--- config.mk ---
export PLATFORM = sky130hd
export DESIGN_NAME = utf8_text_validator
export DESIGN_NICKNAME = d
export VERILOG_FILES = /design/src/sv/utv_pkg.sv /design/src/sv/utf8_text_validator.sv
export SDC_FILE = /design/constraint.sdc
export NUM_CORES = 1
export LEC_CHECK = 0
export BUFFER_PORTS_ARGS = -buffer_cell sky130_fd_sc_hd__buf_2
export CAP_MARGIN = 5
export CORE_MARGIN = 8
export CORE_UTILIZATION = 57
export CTS_CLUSTER_DIAMETER = 40
export DETAILED_ROUTE_END_ITERATION = 12
export GPL_TIMING_DRIVEN = 0
export HOLD_SLACK_MARGIN = 0.1
export PLACE_DENSITY = 0.77
export SYNTH_ARGS = -nofsm -noshare
export SYNTH_HDL_FRONTEND = slang
export SYNTH_SLANG_ARGS = --single-unit
--- constraint.sdc ---
create_clock -name clk -period 2.3 [get_ports clk]
set_input_delay 0 -clock clk [delete_from_list [all_inputs] [get_ports clk]]
set_output_delay 0 -clock clk [all_outputs]
set_load 0.005 [all_outputs]
--- src/sv/utv_pkg.sv ---
// shared constants and helpers for the utf-8 text validator
package utv_pkg;

    localparam int unsigned CP_W  = 21;
    localparam int unsigned LEN_W = 3;
    localparam int unsigned PND_W = 2;

    localparam logic [7:0] CTRL_LIMIT = 8'h20;
    localparam logic [7:0] CHAR_DEL   = 8'h7F;
    localparam logic [7:0] CHAR_LF    = 8'h0A;
    localparam logic [7:0] CHAR_TAB   = 8'h09;

    localparam logic [7:0] LEAD2_MASK = 8'hE0;
    localparam logic [7:0] LEAD2_PAT  = 8'hC0;
    localparam logic [7:0] LEAD3_MASK = 8'hF0;
    localparam logic [7:0] LEAD3_PAT  = 8'hE0;
    localparam logic [7:0] LEAD4_MASK = 8'hF8;
    localparam logic [7:0] LEAD4_PAT  = 8'hF0;
    localparam logic [7:0] CONT_MASK  = 8'hC0;
    localparam logic [7:0] CONT_PAT   = 8'h80;

    localparam logic [LEN_W-1:0] LEN_NONE = 3'd0;
    localparam logic [LEN_W-1:0] LEN_1    = 3'd1;
    localparam logic [LEN_W-1:0] LEN_2    = 3'd2;
    localparam logic [LEN_W-1:0] LEN_3    = 3'd3;
    localparam logic [LEN_W-1:0] LEN_4    = 3'd4;

    localparam logic [CP_W-1:0] MIN_CP3   = 21'h000800;
    localparam logic [CP_W-1:0] MIN_CP4   = 21'h010000;
    localparam logic [CP_W-1:0] SURR_LO   = 21'h00D800;
    localparam logic [CP_W-1:0] SURR_HI   = 21'h00DFFF;
    localparam logic [CP_W-1:0] MAX_CP    = 21'h10FFFF;

    typedef logic [CP_W-1:0]  cp_t;
    typedef logic [LEN_W-1:0] len_t;
    typedef logic [PND_W-1:0] pend_t;

    // overlong, surrogate or beyond the unicode range
    function automatic logic bad_code_point(input len_t len, input cp_t cp);
        logic bad;
        bad = ((len == LEN_3) && (cp < MIN_CP3)) ||
              ((len == LEN_4) && (cp < MIN_CP4)) ||
              ((cp >= SURR_LO) && (cp <= SURR_HI)) ||
              (cp > MAX_CP);
        return bad;
    endfunction

endpackage

--- src/sv/utf8_text_validator.sv ---
// utf-8 text validator top level: byte decoder with one verdict per text
//
//  channel | direction | handshake           | payload
//  --------+-----------+---------------------+--------------------------
//  in      | input     | in_valid / in_ready   | byte_value, end_of_text
//  out     | output    | out_valid / out_ready | text_valid
//
// one word per clock sustained unless a final word waits on a held verdict;
// each word passes the input register, each verdict then the result register
// the decoder state (pending count, length, code point, failure flag) updates
// when a word leaves the input register, so the throughput is set by that stage
// reset clears all valid flags and the decoder state
// a stalled verdict holds the final word in the input register; ordinary words
// keep flowing through the decoder while a verdict waits to be taken
module utf8_text_validator
    import utv_pkg::*;
(
    input  logic       clk,
    input  logic       rst_n,
    input  logic       in_valid,
    output logic       in_ready,
    input  logic [7:0] byte_value,
    input  logic       end_of_text,
    output logic       out_valid,
    input  logic       out_ready,
    output logic       text_valid
);

    // input register
    logic       s1_valid_reg;
    logic [7:0] s1_byte_reg;
    logic       s1_eot_reg;

    // decoder state
    pend_t bytes_pending_reg, bytes_pending_next;
    len_t  char_length_reg,   char_length_next;
    cp_t   code_point_reg,    code_point_next;
    logic  failed_reg,        failed_next;

    // result register
    logic out_valid_reg;
    logic text_valid_reg, text_valid_next;

    logic s1_advance;
    logic in_accept;
    logic forbidden;
    logic [7:0] b;

    assign b = s1_byte_reg;

    // a final word needs room in the result register, others always move on
    assign s1_advance = s1_valid_reg && (!s1_eot_reg || !out_valid_reg || out_ready);
    assign in_ready   = !s1_valid_reg || s1_advance;
    assign in_accept  = in_valid && in_ready;

    // nul, other controls except newline and tab, and delete
    assign forbidden = ((b < CTRL_LIMIT) && (b != CHAR_LF) && (b != CHAR_TAB)) ||
                       (b == CHAR_DEL);

    // one decode step on the word in the input register
    always_comb
    begin
        bytes_pending_next = bytes_pending_reg;
        char_length_next   = char_length_reg;
        code_point_next    = code_point_reg;
        failed_next        = failed_reg;
        if (!failed_reg)
        begin
            if (bytes_pending_reg == '0)
            begin
                // lead byte
                priority if (forbidden)
                begin
                    failed_next = 1'b1;
                end
                else if (b <= CHAR_DEL)
                begin
                    char_length_next   = LEN_1;
                    code_point_next    = {{(CP_W-8){1'b0}}, b};
                    bytes_pending_next = pend_t'(0);
                end
                else if ((b & LEAD2_MASK) == LEAD2_PAT)
                begin
                    char_length_next   = LEN_2;
                    code_point_next    = {{(CP_W-5){1'b0}}, b[4:0]};
                    bytes_pending_next = pend_t'(1);
                    // 0xc0 and 0xc1 only encode overlong ascii
                    if (b[4:1] == 4'd0)
                    begin
                        failed_next = 1'b1;
                    end
                end
                else if ((b & LEAD3_MASK) == LEAD3_PAT)
                begin
                    char_length_next   = LEN_3;
                    code_point_next    = {{(CP_W-4){1'b0}}, b[3:0]};
                    bytes_pending_next = pend_t'(2);
                end
                else if ((b & LEAD4_MASK) == LEAD4_PAT)
                begin
                    char_length_next   = LEN_4;
                    code_point_next    = {{(CP_W-3){1'b0}}, b[2:0]};
                    bytes_pending_next = pend_t'(3);
                end
                else
                begin
                    // stray continuation or 0xf8 and above
                    failed_next = 1'b1;
                end
            end
            else
            begin
                // continuation byte
                if ((b & CONT_MASK) != CONT_PAT)
                begin
                    failed_next = 1'b1;
                end
                else
                begin
                    code_point_next    = {code_point_reg[CP_W-7:0], b[5:0]};
                    bytes_pending_next = bytes_pending_reg - pend_t'(1);
                    if ((bytes_pending_next == '0) &&
                        bad_code_point(char_length_reg, code_point_next))
                    begin
                        failed_next = 1'b1;
                    end
                end
            end
        end
        // a cut-off character also makes the text invalid
        text_valid_next = !failed_next && (bytes_pending_next == '0);
    end

    // input register
    always_ff @(posedge clk or negedge rst_n)
    begin
        if (!rst_n)
        begin
            s1_valid_reg <= 1'b0;
        end
        else if (in_ready)
        begin
            s1_valid_reg <= in_valid;
        end
    end

    always_ff @(posedge clk)
    begin
        if (in_accept)
        begin
            s1_byte_reg <= byte_value;
            s1_eot_reg  <= end_of_text;
        end
    end

    // decoder state, cleared after every final word
    always_ff @(posedge clk or negedge rst_n)
    begin
        if (!rst_n)
        begin
            bytes_pending_reg <= '0;
            char_length_reg   <= LEN_NONE;
            code_point_reg    <= '0;
            failed_reg        <= 1'b0;
        end
        else if (s1_advance)
        begin
            if (s1_eot_reg)
            begin
                bytes_pending_reg <= '0;
                char_length_reg   <= LEN_NONE;
                code_point_reg    <= '0;
                failed_reg        <= 1'b0;
            end
            else
            begin
                bytes_pending_reg <= bytes_pending_next;
                char_length_reg   <= char_length_next;
                code_point_reg    <= code_point_next;
                failed_reg        <= failed_next;
            end
        end
    end

    // result register
    always_ff @(posedge clk or negedge rst_n)
    begin
        if (!rst_n)
        begin
            out_valid_reg <= 1'b0;
        end
        else if (s1_advance && s1_eot_reg)
        begin
            out_valid_reg <= 1'b1;
        end
        else if (out_ready)
        begin
            out_valid_reg <= 1'b0;
        end
    end

    always_ff @(posedge clk)
    begin
        if (s1_advance && s1_eot_reg)
        begin
            text_valid_reg <= text_valid_next;
        end
    end

    assign out_valid  = out_valid_reg;
    assign text_valid = text_valid_reg;

endmodule

==> flow_summary.json, run 1 <==
{
  "hold_viol_final": 0,
  "die_area_sq_mm": 0.00487,
  "num-nets-final": 203,
  "fin_crit_ps": 2250,
  "setup_ws_ps": 55.0,
  "power_switching_share": 0.349,
  "largest_reg_flops": 15,
  "fp-row-count": 19,
  "leakage_uw": 0.000884,
  "routed_wirelength_microns": 4280,
  "worstMarginPinSlew_ps": 819,
  "drtPass1Iterations": 5,
  "cp_cell_sequence": "xor2_1, a311oi_2, o31a_1, or3_1, buf_6, buf_8, a32o_2",
  "critPathCaptureType": "flop",
  "combPwrFrac": 0.357,
  "pwr-share-clk": 0.215,
  "synth_fa_ha_area_frac": 0.0152,
  "slew_viol_final": 0,
  "critPathArrivalTime_ps": 2470,
  "synth_area_per_cell_sq_um": 11.2,
  "ys_seq_area_frac": 0.531,
  "power_density_mw_per_mm2": 956,
  "synth_top_family_by_area": "compound AO/OA/AOI/OAI gates",
  "gp_congestion": 0.870,
  "htreeDepth": 2,
  "grt_pass1_wl_microns": 7020,
  "yosysUniqueCellTypes": 43,
  "core_sq_mm": 0.00276,
  "overflow": 0,
  "setup_viol_count_final": 0,
  "synthMuxAreaShare": 0,
  "drc": 0,
  "fmax_mhz": 445,
  "critical-path-top-delay-family": "compound AO/OA/AOI/OAI gates",
  "die_y_microns": 69.8,
  "viasPerCell": 6.65,
  "clock-sinks": 33,
  "worst_slew_margin_rel": 0.450,
  "status": "complete, no violations",
  "p_int_uw": 1260,
  "rrSetupSlack_ps": 50,
  "vias": 1463,
  "r2r-start": "b[1]$_DFFE_PP_",
  "fillers": 182,
  "power_frac_seq": 0.428,
  "dp_hpwl_microns": 2710,
  "synth_compound_area_frac": 0.208,
  "syn_inst": 147,
  "numCtsBuffers": 5,
  "grt_max_degree": 24,
  "ioPinCount": 16,
  "worstPathRequired_ps": 2520,
  "critical-path-max-stage-delay_ps": 450,
  "antenna_cells": 0,
  "grt_pass1_vias": 1422,
  "skew_ps": 6.38,
  "yosys_warnings": 0,
  "area_growth_pct": 22.9,
  "clock_tree.root_cell": "clkbuf_4",
  "initial_core_util": 0.598,
  "switching_power_uw": 677,
  "fin_crit_sh": 0.976,
  "wl_per_cell_microns": 19.4,
  "port_buffers": 15,
  "critical_path_buf_inv_count": 2,
  "final_common_cell": "dfrtp_1",
  "final_cell_mix": "dfrtp_1 (23), nand2_1 (16), buf_2 (15)",
  "rr_endpoint": "code_point_reg[4]$_DFFE_PN0P_",
  "synth-seq-cells": 33,
  "die_x_microns": 69.8,
  "clock_latency_ps": 330,
  "drv_cap": 0,
  "synthXorXnorAreaFrac": 0.00531,
  "whs_ps": 181,
  "syn_nets": 162,
  "cp-start-kind": "flop",
  "antenna_found_initial": 0,
  "r2r_cells": 7,
  "grt_usage": 0.177,
  "drive_above_1_share": 0.228,
  "drt_iter0_markers": 173,
  "dp_slack_ps": 152,
  "synth-simple-area-share": 0.183,
  "ant_nets": 0,
  "ir_worst_vdd_uv": 767,
  "hold_class": "input pin to async pin",
  "clockBufferDepth": 2,
  "cp_max_fo": 10,
  "cts_tree": "yes",
  "syn_area_sq_mm": 0.00165,
  "path_clk_slew_ps": 100,
  "cp_slowest_cell": "edfxtp_1",
  "path_class": "flop to flop"
}
timing repair:
item,4_1_cts,5_1_grt
hold buffers,13,0
setup buffers,0,6
endpoints found under the hold margin,34,0
resized for setup,0,3
setup endpoints to repair,0,15
area by class of cell:
class / instances / area, sq um / area share
plain buffers: 6 / 61.3 / 0.0302
clock buffers: 6 / 41.3 / 0.0204
clock inverters: 2 / 33.8 / 0.0167
inverters: 9 / 33.8 / 0.0167
multi-input cells: 99 / 693 / 0.342
flip-flops and latches: 33 / 876 / 0.432
well taps: 31 / 38.8 / 0.0191
repair buffers: 34 / 250 / 0.123
worst reg2reg max path: cells and delay by family (launching register included):
kind	cells	cell delay, ps
AOI/OAI and AO/OA	3	790
xor gates and xnor gates	1	250
buffers and inverters	2	280
DFF	1	450
and+or+nand+nor	1	370
power groups by stage:
stage	logic (uW)	registers, uW	clock network, uW
finish	692	830	417
global route	746	841	450
CTS	658	819	423
detailed placement	634	833	0
global placement	613	826	0
floorplan	490	801	0
metrics by stage:
step                power [uW]  utilization  instances  setup TNS, ps  instance area (sq um)
CTS                       1900        0.714        214              0                   1970
finish                    1940        0.735        220              0                   2030
floorplan                 1290            -        147              0                   1650
detailed placement        1470        0.640        193              0                   1760
global route              2040        0.735        220          -79.2                   2030
global placement          1440        0.640        193              0                   1760
worst max-delay path by stage:
stage | startpoint | endpoint | slack, ps | cells after the start
2_1_floorplan | b[4]$_DFFE_PP_ | code_point_reg[2]$_DFFE_PN0P_ | 300 | 7
3_3_place_gp | b[4]$_DFFE_PP_ | code_point_reg[4]$_DFFE_PN0P_ | 160 | 7
3_5_place_dp | b[4]$_DFFE_PP_ | code_point_reg[5]$_DFFE_PN0P_ | 150 | 7
4_1_cts | b[4]$_DFFE_PP_ | code_point_reg[5]$_DFFE_PN0P_ | 130 | 7
5_1_grt | b[1]$_DFFE_PP_ | code_point_reg[4]$_DFFE_PN0P_ | -20 | 7
6_report | b[1]$_DFFE_PP_ | code_point_reg[4]$_DFFE_PN0P_ | 50 | 7
kinds of logic after synthesis:
kind of cell    after synthesis
xor+xnor                      1
fa+ha+maj                     2
simple gates                 55
flops                        33
buf+inv                      15
compound gates               41
routing by layer:
metal,up-vias,part of all wire,GRT usage
met4,0,0.028,0.0848
met2,70,0.48,0.280
met3,17,0.080,0.0644
met1,715,0.41,0.207
met5,-,0,0
li1,661,-,-
cells in the mapped netlist, drive strengths merged:
cell     n  area, sq um
a211o    1         8.76
a21oi    2         10.0
a221o    1         10.0
a22o     1         8.76
a311oi   1         8.76
a31oi    3         18.8
a32o    15          155
a41oi    2         17.5
and2     4         25.0
and2b    2         17.5
and4     1         8.76
and4bb   1         12.5
buf      2         26.3
clkbuf   4         35.0
dfrtp   23          576
edfxtp  10          300
ha       2         25.0
inv      9         33.8
nand2   16         60.1
nand2b   2         12.5
nand3    2         10.0
nand3b   1         7.51
nand4    2         12.5
nand4b   1         8.76
nor2     8         30.0
nor3     4         20.0
nor3b    2         15.0
nor4     2         12.5
o211ai   1         7.51
o21a     1         7.51
o21ai    6         30.0
o221ai   3         26.3
o22ai    1         6.26
o31a     2         18.8
o32ai    1         8.76
or3      3         18.8
or4      4         31.3
xor2     1         8.76
Note: power is estimated with default switching activity, not from simulation.
==> run 2: changes to the inputs <==
CORE_MARGIN = not set   (was 8)
==> run 2 against run 1 <==
  * Wire length shrank 11%
  * Final cell count shrank 0.91%
  * Total power shrank 1.2%
  * Worst setup slack gained 45 ps
  * Critical path type unchanged
==> flow_summary.json, run 2 (synthesized netlist as in run 1, its figures left out) <==
{
  "status": "complete, no violations",
  "die_area_sq_mm": 0.00311,
  "drc": 0,
  "initial_core_util": 0.598,
  "critPathArrivalTime_ps": 2430,
  "die_y_microns": 55.8,
  "routed_wirelength_microns": 3820,
  "gp_congestion": 0.896,
  "worstMarginPinSlew_ps": 915,
  "htreeDepth": 2,
  "cp-start-kind": "flop",
  "whs_ps": 149,
  "hold_viol_final": 0,
  "overflow": 0,
  "core_sq_mm": 0.00276,
  "rr_endpoint": "code_point_reg[4]$_DFFE_PN0P_",
  "drtPass1Iterations": 4,
  "clockBufferDepth": 2,
  "fp-row-count": 19,
  "skew_ps": 14.0,
  "fin_crit_sh": 0.956,
  "dp_slack_ps": 111,
  "final_util": 0.728,
  "power_density_mw_per_mm2": 955,
  "drt_iter0_markers": 84,
  "port_buffers": 15,
  "worst_slew_margin_rel": 0.385,
  "leakage_uw": 0.000877,
  "area_growth_pct": 21.6,
  "critPathCaptureType": "flop",
  "rsz0062_at_grt": "no",
  "fin_crit_ps": 2200,
  "placed_area_sq_mm": 0.00176,
  "dp_hpwl_microns": 2590,
  "setup_ws_ps": 100,
  "ant_nets": 0,
  "fin_tns_setup_ps": 0,
  "wl_per_cell_microns": 17.5,
  "antenna_cells": 0,
  "cp_max_fo": 10,
  "final_common_cell": "dfrtp_1",
  "viasPerCell": 6.39,
  "grt_pass1_vias": 1460,
  "ioPinCount": 16,
  "antenna_found_initial": 0,
  "path_class": "flop to flop",
  "vias": 1394,
  "clock-sinks": 33,
  "grt_usage": 0.275,
  "startpoint": "b[1]$_DFFE_PP_",
  "num-nets-final": 201,
  "cts_tree": "yes",
  "path_clk_slew_ps": 110,
  "clock_latency_ps": 350,
  "worstPathRequired_ps": 2530,
  "fin_area_sq_mm": 0.00201,
  "clock_tree.root_cell": "clkbuf_4",
  "final_cell_mix": "dfrtp_1 (23), nand2_1 (16), buf_2 (15)",
  "largest_reg_flops": 15,
  "drive_above_1_share": 0.214,
  "die_x_microns": 55.8,
  "drv_cap": 0,
  "r2r_cells": 7,
  "rrSetupSlack_ps": 100,
  "grt_max_degree": 24,
  "grt_pass1_wl_microns": 6420,
  "hold_class": "input pin to async pin",
  "numCtsBuffers": 5,
  "slew_viol_final": 0,
  "r2r-start": "b[1]$_DFFE_PP_",
  "setup_viol_count_final": 0,
  "endpoint": "code_point_reg[4]$_DFFE_PN0P_",
  "fmax_mhz": 455,
  "ir_worst_vdd_uv": 955
}
[run 2: cell type report]
cell class | instances | area, sq um
Sequential cell | 33 | 876
Fill cell | 193 | 751
Multi-Input combinational cell | 99 | 686
Timing Repair Buffer | 32 | 235
Buffer | 6 | 61.3
Clock buffer | 6 | 41.3
Tap cell | 31 | 38.8
Clock inverter | 2 | 35.0
Inverter | 9 | 33.8
[run 2: through the flow]
stage,power (uW),cells
floorplan,1290,147
global placement,1440,193
detailed placement,1460,193
CTS,1900,214
global route,2020,218
finish,1920,218
[run 2: repair_timing]
action | in CTS | in global routing
gates resized for setup | 0 | 1
hold buffers | 13 | 0
endpoints found under the setup margin | 0 | 5
setup buffers | 0 | 4
endpoints found under the hold margin | 34 | 0
[run 2: per-layer routing]
metal	global-route usage	vias up	routed length, microns
li1	-	651	-
met1	0.343	665	1610
met2	0.451	59	1880
met3	0.0767	19	226
met4	0.118	0	103
met5	0	-	0
[run 2: worst min-delay path by stage]
stage,startpoint,cells after the start,to,slack (ps)
floorplan,rst_n,0,bytes_pending_reg[0]$_DFFE_PN0P_,-300
global placement,rst_n,1,code_point_reg[8]$_DFFE_PN0P_,-4
detailed placement,rst_n,1,char_length_reg[1]$_DFFE_PN0P_,10
CTS,rst_n,2,char_length_reg[1]$_DFFE_PN0P_,170
global route,rst_n,2,code_point_reg[8]$_DFFE_PN0P_,190
finish,rst_n,2,code_point_reg[8]$_DFFE_PN0P_,150
[run 2: worst max-delay path, stage by stage, from the launching register on]
cell      delay (ps)
edfxtp_1         450
xor2_1           230
a311oi_2         170
o31a_1           340
or3_1            370
buf_6            150
buf_8            130
a32o_2           260
[run 2: where the power goes]
part           internal [uW]  switching, uW  leakage [uW]
clock network            228            195     0.0000422
registers                721            102      0.000407
logic                    312            360      0.000428
